<file path="src/hw/rtl/bdq_pkg.sv">
package bdq_pkg;

  // Queue geometry.
  localparam int DEPTH = 16;
  localparam int PTR_W = (DEPTH > 1) ? $clog2(DEPTH) : 1;
  localparam int CNT_W = $clog2(DEPTH + 1);
  localparam int SUM_W = CNT_W + 1;

  // Action codes.
  localparam logic [1:0] ACT_PUSH_BACK  = 2'd0;
  localparam logic [1:0] ACT_PUSH_FRONT = 2'd1;
  localparam logic [1:0] ACT_POP_FRONT  = 2'd2;
  localparam logic [1:0] ACT_POP_BACK   = 2'd3;

  // Status codes.
  localparam logic [1:0] ST_DONE  = 2'd0;
  localparam logic [1:0] ST_FULL  = 2'd1;
  localparam logic [1:0] ST_EMPTY = 2'd2;

  // Request word.
  typedef struct packed {
    logic [1:0]         action;
    logic signed [31:0] push_value;
  } req_word_t;

  // Result word.
  typedef struct packed {
    logic signed [31:0] popped_value;
    logic [1:0]         status;
    logic [4:0]         fill_level;
  } res_word_t;

  // Commands from the controller to the datapath.
  typedef struct packed {
    logic load;
    logic execute;
  } bdq_cmd_t;

endpackage

</file>
<file path="src/hw/rtl/bdq_ctrl.sv">
module bdq_ctrl (
  input  logic              clk,
  input  logic              rst,
  input  logic              start,
  output logic              busy,
  output logic              done,
  output bdq_pkg::bdq_cmd_t cmd
);
  import bdq_pkg::*;

  typedef enum logic [1:0] {
    IDLE,
    EXEC,
    REPLY
  } state_t;

  state_t state;

  // A request is taken in IDLE; the memory access runs in EXEC.
  assign cmd.load    = (state == IDLE) && start;
  assign cmd.execute = (state == EXEC);

  // Sequencer with registered busy and result strobe.
  always_ff @(posedge clk) begin
    if (rst) begin
      state <= IDLE;
      busy  <= 1'b0;
      done  <= 1'b0;
    end else begin
      unique case (state)
        IDLE: begin
          done <= 1'b0;
          if (start) begin
            state <= EXEC;
            busy  <= 1'b1;
          end
        end
        EXEC: begin
          state <= REPLY;
          done  <= 1'b1;
        end
        REPLY: begin
          state <= IDLE;
          done  <= 1'b0;
          busy  <= 1'b0;
        end
        default: begin
          state <= IDLE;
          done  <= 1'b0;
          busy  <= 1'b0;
        end
      endcase
    end
  end

endmodule

</file>
<file path="src/hw/rtl/bdq_datapath.sv">
module bdq_datapath (
  input  logic               clk,
  input  logic               rst,
  input  bdq_pkg::bdq_cmd_t  cmd,
  input  bdq_pkg::req_word_t request,
  output bdq_pkg::res_word_t result
);
  import bdq_pkg::*;

  localparam logic [PTR_W-1:0] LAST_SLOT = PTR_W'(DEPTH - 1);
  localparam logic [SUM_W-1:0] DEPTH_S   = SUM_W'(DEPTH);
  localparam logic [CNT_W-1:0] DEPTH_C   = CNT_W'(DEPTH);

  logic signed [31:0] store [DEPTH];

  req_word_t          req;
  logic [PTR_W-1:0]   head;
  logic [CNT_W-1:0]   count;
  logic signed [31:0] rdata;
  logic               pop_ok;
  logic [1:0]         status;

  logic               full;
  logic               empty;
  logic [SUM_W-1:0]   back_sum;
  logic [PTR_W-1:0]   back_slot;
  logic [PTR_W-1:0]   head_dec;
  logic [PTR_W-1:0]   head_inc;
  logic [PTR_W-1:0]   addr;
  logic               wr_en;
  logic               rd_en;
  logic [PTR_W-1:0]   head_next;
  logic [CNT_W-1:0]   count_next;
  logic [1:0]         status_next;

  assign full  = (count == DEPTH_C);
  assign empty = (count == '0);

  // Slot past the back on a push, or of the back word on a pop, wrapped once.
  always_comb begin
    if (req.action == ACT_POP_BACK) begin
      back_sum = SUM_W'(head) + SUM_W'(count) - SUM_W'(1);
    end else begin
      back_sum = SUM_W'(head) + SUM_W'(count);
    end
    if (back_sum >= DEPTH_S) begin
      back_slot = PTR_W'(back_sum - DEPTH_S);
    end else begin
      back_slot = PTR_W'(back_sum);
    end
  end

  assign head_dec = (head == '0) ? LAST_SLOT : head - PTR_W'(1);
  assign head_inc = (head == LAST_SLOT) ? '0 : head + PTR_W'(1);

  // Decode the action into at most one memory access and the pointer update.
  always_comb begin
    addr        = head;
    wr_en       = 1'b0;
    rd_en       = 1'b0;
    head_next   = head;
    count_next  = count;
    status_next = ST_DONE;
    case (req.action)
      ACT_PUSH_BACK: begin
        if (full) begin
          status_next = ST_FULL;
        end else begin
          addr       = back_slot;
          wr_en      = 1'b1;
          count_next = count + CNT_W'(1);
        end
      end
      ACT_PUSH_FRONT: begin
        if (full) begin
          status_next = ST_FULL;
        end else begin
          addr       = head_dec;
          wr_en      = 1'b1;
          head_next  = head_dec;
          count_next = count + CNT_W'(1);
        end
      end
      ACT_POP_FRONT: begin
        if (empty) begin
          status_next = ST_EMPTY;
        end else begin
          addr       = head;
          rd_en      = 1'b1;
          head_next  = head_inc;
          count_next = count - CNT_W'(1);
        end
      end
      default: begin
        if (empty) begin
          status_next = ST_EMPTY;
        end else begin
          addr       = back_slot;
          rd_en      = 1'b1;
          count_next = count - CNT_W'(1);
        end
      end
    endcase
  end

  // Word store with a registered read port.
  always_ff @(posedge clk) begin
    if (cmd.execute && wr_en) begin
      store[addr] <= req.push_value;
    end
    if (cmd.execute && rd_en) begin
      rdata <= store[addr];
    end
  end

  // Request capture and result flags.
  always_ff @(posedge clk) begin
    if (cmd.load) begin
      req <= request;
    end
    if (cmd.execute) begin
      pop_ok <= rd_en;
      status <= status_next;
    end
  end

  // Queue pointers.
  always_ff @(posedge clk) begin
    if (rst) begin
      head  <= '0;
      count <= '0;
    end else if (cmd.execute) begin
      head  <= head_next;
      count <= count_next;
    end
  end

  assign result.popped_value = pop_ok ? rdata : 32'sd0;
  assign result.status       = status;
  assign result.fill_level   = 5'(count);

endmodule

</file>
<file path="src/hw/rtl/bounded_deque_top.sv">
// Bounded double-ended queue of signed 32-bit words in a circular buffer.
// A request is accepted in IDLE, the memory access runs in EXEC, and the result
// strobe is high in REPLY, the state that follows EXEC.
// A new request is taken only once the sequencer is back in IDLE after the result,
// so requests do not overlap; busy is high until the strobe ends.
// Reset empties the queue; the result is shown for one cycle and cannot stall.
module bounded_deque_top (
  input  logic               clk,
  input  logic               rst,
  input  logic               start,
  output logic               busy,
  input  bdq_pkg::req_word_t request,
  output logic               done,
  output bdq_pkg::res_word_t result
);
  import bdq_pkg::*;

  bdq_cmd_t cmd;

  bdq_ctrl u_ctrl (
    .clk   (clk),
    .rst   (rst),
    .start (start),
    .busy  (busy),
    .done  (done),
    .cmd   (cmd)
  );

  bdq_datapath u_datapath (
    .clk     (clk),
    .rst     (rst),
    .cmd     (cmd),
    .request (request),
    .result  (result)
  );

endmodule

</file>
<file path="config.mk">
export PLATFORM = sky130hd
export DESIGN_NAME = bounded_deque_top
export DESIGN_NICKNAME = d
export VERILOG_FILES = /design/src/hw/rtl/bdq_pkg.sv /design/src/hw/rtl/bdq_ctrl.sv /design/src/hw/rtl/bdq_datapath.sv /design/src/hw/rtl/bounded_deque_top.sv
export SDC_FILE = /design/constraint.sdc
export NUM_CORES = 1
export LEC_CHECK = 0
export BUFFER_PORTS_ARGS = -buffer_cell sky130_fd_sc_hd__buf_2
export CORE_UTILIZATION = 40
export DETAILED_ROUTE_END_ITERATION = 16
export GPL_ROUTABILITY_DRIVEN = 0
export PLACE_DENSITY_LB_ADDON = 0.25
export SLEW_MARGIN = 30
export SYNTH_ARGS = -nofsm -noshare
export SYNTH_HDL_FRONTEND = slang
export SYNTH_SLANG_ARGS = --single-unit
</file>
<file path="constraint.sdc">
create_clock -name clk -period 4.9 [get_ports clk]
set_input_delay 0.245 -clock clk [delete_from_list [all_inputs] [get_ports clk]]
set_output_delay 0.245 -clock clk [all_outputs]
set_load 0.01 [all_outputs]
</file>
==> out/summary.txt, run 1 <==
die area: 61180 um2
Site Rows: 89
Seq pwr share: 47.1%
Worst EP required: 5.38 ns
Clk Latency, worst-skew pair: 0.63 ns
main flop type after synthesis: edfxtp_1
CTS root buf: clkbuf_16
violated checks: DRC
Max Fclk: 0.2388 GHz
CTS Buf Count: 60
Sink Count: 594
Port Buffers: 77
Initial DRT Pass Iterations: 12
Syn-to-layout area delta: 16.04%
number of synthesized flops with an enable pin: 581
layout cells sized above 1: 19.42%
area of the core: 59240 um2
clock power share: 35.4%
Post-Route WL: 60220 um
initial antenna violation count: 1
max cap viols: 0
crit start category: register
Post-DRT Antenna Nets: 0
M1 WL: 26920 um
Worst IR Drop VDD: 0.3050 mV
worst setup margin: 0.7117 ns
leakage: 9.010 nW
CP Buf/Inv Count: 2
DR iter-0 viols: 1459
metal3 WL: 3066 um
H-tree levels: 2
slowest CP cell: buf_4
Least-Margin Pin Slew: 0.9645 ns
Placement Cell Area: 25710 um2
Net Sw Frac: 27.32%
cell mode on critical path: buf_4
CP cell instances: ha_1, fa_1, or3b_2, a21oi_1, a211o_4, buf_4, buf_4, o21ai_0, nand3_1, o211ai_1, nand4_1
reported net switching power: 3.379 mW
Synth warnings: 0
Ports: 78
Reg clk slew, reported paths: 0.06 ns
setup TNS: 0 ns
RSZ-0062 raised after global routing: no
syn_area_per_cell: 15.04 um2
period utilization: 85.47%
HP Class: in2reg
Seq cells post-synth: 594
n_diodes: 0
outcome: finished with violations
vias post-DR: 14433
max incr delay on CP: 0.66 ns
Power Density: 442.6 nW/um2
die width: 247.4 um
final setup violation count: 0
Critical Path AT: 4.67 ns
Mapped Cells: 1601
DR DRC count: 2
metal2 WL: 29200 um
fin area: 27940 um2
final-layout fill cell count: 5129
Slew Limit Fails: 0
Seq/Total Area, Yosys: 73.54%
Post-layout nets: 1751
Die Height: 247.4 um
register area: 17710 um2
total grt overflow: 0
hpwl dp: 32310 um
CTS tree: built
combinational power share: 17.5%
Top delay family on crit path: buffers and inverters
Total Routing Usage GR: 19.79%
syn nets: 1649
clock period minus worst slack: 4.188 ns
Worst slew margin: 35.70%
crit path kind: reg2reg
crit path max fanout: 80
P_int: 8.987 mW
Starting Density: 40.65%
area of the multi-input gates: 6056 um2
Wirelength per Cell: 23.86 um
first-pass GRT wire length: 90180 um
Top Metal Used: met4
final hold slack: 0.3185 ns
Mapped Area: 24080 um2
CP endpoint kind: register
Vias/cell: 5.718
# resized after CTS: 0
setup bufs post-CTS: 0
final hold vios: 0
largest net degree at the start of global routing: 127
clk buf depth: 3
Pwr Total: 12.37 mW
number of global-route vias before repair: 14252
asr flop ratio synth: 0%
Cell variety after synth: 61
Layout Skew: 0.02876 ns
Place WS: 0.7761 ns
[per-stage QoR]
step / utilization [%] / cells
6_report: 47.17 / 2524
5_1_grt: 47.17 / 2524
4_1_cts: 47.16 / 2524
3_5_place_dp: 43.40 / 2378
3_3_place_gp: 43.33 / 2376
2_1_floorplan: - / 1601
[cells by family after synthesis]
kind of cell / Yosys count / synth area share [%]
simple gates: 400 / 8.652
mux: 126 / 5.882
flops: 594 / 73.54
xor+xnor: 10 / 0.4780
compound gates: 322 / 8.610
buf+inv: 138 / 2.208
fa+ha+maj: 11 / 0.6339
[final cells by class]
type	instances	share of cell area, %
sequential	594	63.37
multi-input combinational	869	21.67
clock buffer	77	5.678
timing repair buffer	163	4.603
tap	773	3.461
clock inverter	33	1.012
inverter	15	0.2015
[power groups by stage]
| stage | clock network (mW) | logic, mW | registers, mW |
|---|---|---|---|
| after floorplan | 0 | 1.49 | 5.88 |
| after global placement | 0 | 2.13 | 5.92 |
| after detailed placement | 0 | 2.17 | 5.93 |
| after CTS | 4.46 | 2.19 | 5.82 |
| after global routing | 4.66 | 2.37 | 5.83 |
| final | 4.38 | 2.17 | 5.82 |
[cell usage after synthesis (all sizes together), types with 2 or more instances]
cell	number	area share, %
or4	2	0.062
xor2	2	0.073
or3b	2	0.073
or3	2	0.052
fa	2	0.17
o31a	2	0.073
nand3b	2	0.062
ha	9	0.47
and2	34	0.88
dfxtp	13	1.1
a21oi	18	0.37
mux2i	2	0.083
o31ai	3	0.094
clkbuf	104	1.6
a21boi	3	0.094
inv	15	0.23
o21a	2	0.062
edfxtp	581	72
a211oi	10	0.33
buf	19	0.35
nor2b	2	0.052
nand2	14	0.23
a31oi	5	0.13
nand3	252	5.2
nor2	38	0.59
nand2b	4	0.10
nand4	37	0.96
a21o	3	0.094
o211ai	125	3.9
xnor2	6	0.22
o21ai	131	2.7
a211o	4	0.15
nor4	2	0.11
mux2	124	5.8
nor3	5	0.10
xnor3	2	0.19
or2	2	0.052
[repair_timing]
item	in CTS	in global routing
setup endpoints to repair	0	0
endpoints found under the hold margin	47	0
hold buffers	36	0
[state kept, by name (all words and copies together), names as in the netlist]
signal and count:
u_ctrl.busy 1, u_datapath.pop_ok 1, u_ctrl.state 2, u_datapath.req 34
u_datapath.store 512, u_datapath.rdata 32, u_ctrl.done 1, u_datapath.count 5
u_datapath.head 4, u_datapath.status 2
[routing by layer]
metal	track usage, %	vias to the layer above
li1	-	6526
met4	5.269	0
met1	27.58	7395
met3	2.628	82
met2	32.60	430
met5	0	-
[worst paths after layout]
check,start,endpoint,slack [ns],cells past startpoint
worst max-delay path,u_datapath.head[0]$_SDFFE_PP0P_,u_datapath.rdata[18]$_DFFE_PP_,0.71,11
worst min-delay path,request[24],u_datapath.req[24]$_DFFE_PP_,0.32,2
worst max register to register,u_datapath.head[0]$_SDFFE_PP0P_,u_datapath.rdata[18]$_DFFE_PP_,0.71,11
worst min register to register,u_ctrl.busy$_SDFFE_PP0P_,u_ctrl.busy$_SDFFE_PP0P_,0.47,2
[cell usage in the layout, fill, tap and decap left out, types with 24 or more instances in the layout]
master / Yosys / layout
o211ai_1: 125 / 125
mux2_1: 24 / 24
nand3_1: 252 / 252
dlygate4sd3_1: 0 / 36
edfxtp_1: 581 / 581
o21ai_0: 130 / 130
and2_1: 34 / 33
nand4_1: 37 / 37
buf_4: 0 / 36
buf_2: 11 / 77
clkbuf_16: 0 / 61
mux2_2: 100 / 100
No activity file was read; power rests on OpenSTA's default activity.
==> run 2: changes to the inputs <==
--- a/config.mk
+++ b/config.mk
@@ -5,6 +5,7 @@
 export SDC_FILE = /design/constraint.sdc
 export NUM_CORES = 1
 export LEC_CHECK = 0
+export ABC_AREA = 1
 export BUFFER_PORTS_ARGS = -buffer_cell sky130_fd_sc_hd__buf_2
 export CORE_UTILIZATION = 40
 export DETAILED_ROUTE_END_ITERATION = 16
==> out/summary.txt, run 2 <==
commonest non-fill, non-tap cell in the layout: nand2_1
Hold EP: u_datapath.req[24]$_DFFE_PP_
leakage: 12.15 nW
Starting Density: 40.34%
max incr delay on CP: 0.79 ns
Reg clk slew, reported paths: 0.06 ns
Post-Route WL: 65850 um
number of synthesized flops with an enable pin: 581
Synth area leaders: edfxtp_1 69%, nand2_1 18%, nand3_1 5.4%
Seq/Total Area, Yosys: 69.70%
CTS Buf Count: 66
largest net degree at the start of global routing: 167
Least-Margin Pin Slew: 0.9715 ns
Core Util, Final: 46.49%
DR iter-0 viols: 1409
Critical Path Source: u_datapath.count[0]$_SDFFE_PP0P_
layout cells sized above 1: 9.527%
Site Rows: 92
crit path max fanout: 71
die area: 64520 um2
Ports: 78
RSZ-0062 raised after global routing: no
WHS Path Cells: 2
Die Height: 254.0 um
Largest regs: u_datapath.store (512), u_datapath.req (34), u_datapath.rdata (32)
Mapped Cells: 2440
Post-layout nets: 2578
Power Density: 413.7 nW/um2
Worst slew margin: 35.23%
count leader, synth: nand2_1
final hold vios: 0
top cell type's share of synthesized area: 68.68%
Vias/cell: 5.034
hpwl dp: 33840 um
hold_sp: request[24]
Seq pwr share: 47.8%
CTS root buf: clkbuf_16
Total Routing Usage GR: 20.76%
CP endpoint kind: register
Syn-to-layout area delta: 15.24%
RR Endpoint: u_datapath.rdata[31]$_DFFE_PP_
max cap viols: 0
Cell variety after synth: 32
Seq cells post-synth: 594
Max Fclk: 0.2690 GHz
clock power share: 38.5%
cell mode on critical path: nand2_1
outcome: complete, no violations
Critical R2R Launch: u_datapath.count[0]$_SDFFE_PP0P_
clk buf depth: 3
Sink Count: 594
combinational power share: 13.7%
area of the core: 62970 um2
Post-DRT Antenna Nets: 0
Worst EP required: 5.37 ns
setup TNS: 0 ns
Initial DRT Pass Iterations: 5
period utilization: 75.88%
Largest Register: u_datapath.store
total grt overflow: 0
reported net switching power: 3.281 mW
Crit. path cell count: 12
slowest CP cell: buf_4
Mapped Area: 25400 um2
Synth warnings: 0
asr flop ratio synth: 0%
CP Buf/Inv Count: 3
final-layout fill cell count: 5770
n_diodes: 0
Clk Latency, worst-skew pair: 0.61 ns
r2r setup slk: 1.18 ns
Net Sw Frac: 27.09%
Critical Path AT: 4.19 ns
HP Class: in2reg
DR DRC count: 0
clock period minus worst slack: 3.718 ns
Layout Skew: 0.02898 ns
syn nets: 2488
crit start category: register
crit path kind: reg2reg
Largest register FFs: 512
H-tree levels: 3
most frequent cells in the layout: 1202 x nand2_1, 581 x edfxtp_1, 275 x nand3_1, 123 x inv_1, 77 x buf_2
Worst IR Drop VDD: 0.2284 mV
Top delay family on crit path: buffers and inverters
main flop type after synthesis: edfxtp_1
Port Buffers: 77
P_int: 8.831 mW
number of global-route vias before repair: 17137
initial antenna violation count: 0
CP cell instances: ha_1, o21ai_4, buf_4, buf_4, nand3_1, nand2_1, nand2_1, nand2_1, nand2_1, nand2_1, inv_1, nand2_1
final setup violation count: 0
Post-synth top cells: 1202 x nand2_1, 581 x edfxtp_1, 275 x nand3_1
Wirelength per Cell: 19.21 um
vias post-DR: 17255
CTS tree: built
die width: 254.0 um
setup bufs post-CTS: 0
Yosys top cell by area: edfxtp_1
first-pass GRT wire length: 100800 um
r2r worst-path depth: 12
Slew Limit Fails: 0
syn_area_per_cell: 10.41 um2
-- run 2: cell type report --
cell class	count	area, um2	share of cell area, %
repair buffers	151	1250	4.270
clock inverters	35	249.0	0.8505
flip-flops and latches	594	17710	60.48
well taps	846	1059	3.616
inverters	134	503.0	1.718
multi-input cells	1583	6743	23.03
clock buffers	85	1765	6.030
-- run 2: power groups by stage --
stage          registers (mW)  logic (mW)  clock network, mW
6_report                 5.79        1.66               4.66
2_1_floorplan            5.86        1.17                  0
3_3_place_gp             5.89        1.62                  0
4_1_cts                  5.79        1.67               4.76
5_1_grt                  5.80        1.87               4.95
3_5_place_dp             5.90        1.64                  0
-- run 2: kinds of logic after synthesis --
kind of cell,Yosys count,synth area share [%]
AND/OR/NAND/NOR,1534,24.37
flip-flops,594,69.70
buffers and inverters,263,4.457
AO/OA/AOI/OAI,35,0.7684
adder cells (fa/ha/maj),11,0.6009
XOR/XNOR,3,0.1035
-- run 2: worst max-delay path by stage --
stage | endpoint | slack (ns)
6_report | u_datapath.rdata[31]$_DFFE_PP_ | 1.18
5_1_grt | u_datapath.rdata[12]$_DFFE_PP_ | 0.92
4_1_cts | u_datapath.store[15][9]$_DFFE_PP_ | 1.16
3_5_place_dp | u_datapath.store[15][13]$_DFFE_PP_ | 1.21
3_3_place_gp | u_datapath.rdata[31]$_DFFE_PP_ | 1.28
2_1_floorplan | u_datapath.store[14][0]$_DFFE_PP_ | 0.79
-- run 2: repair_timing --
action,4_1_cts,5_1_grt
endpoints found under the hold margin,43,0
resized for setup,0,0
hold buffers,36,0
-- run 2: stage by stage --
step | total power [mW] | hold WS, ns | cells | cell area [um2] | worst slack (ns)
after floorplan | 7.026 | 0.3439 | 2440 | 25400 | 0.7854
after global placement | 7.510 | 0.4215 | 3271 | 26860 | 1.283
after detailed placement | 7.535 | 0.4231 | 3272 | 26900 | 1.213
after CTS | 12.22 | 0.3112 | 3428 | 29270 | 1.164
after global routing | 12.61 | 0.3336 | 3428 | 29280 | 0.9237
final | 12.11 | 0.3429 | 3428 | 29280 | 1.182
-- run 2: routing by layer --
metal  up-vias  global-route usage (%)  share of wire (%)
li1       8254                       -                  -
met1      8391                   27.24                 43
met2       522                   35.47                 49
met3        88                   2.929                5.9
met4         0                   6.489                2.1
met5         -                       0                  0
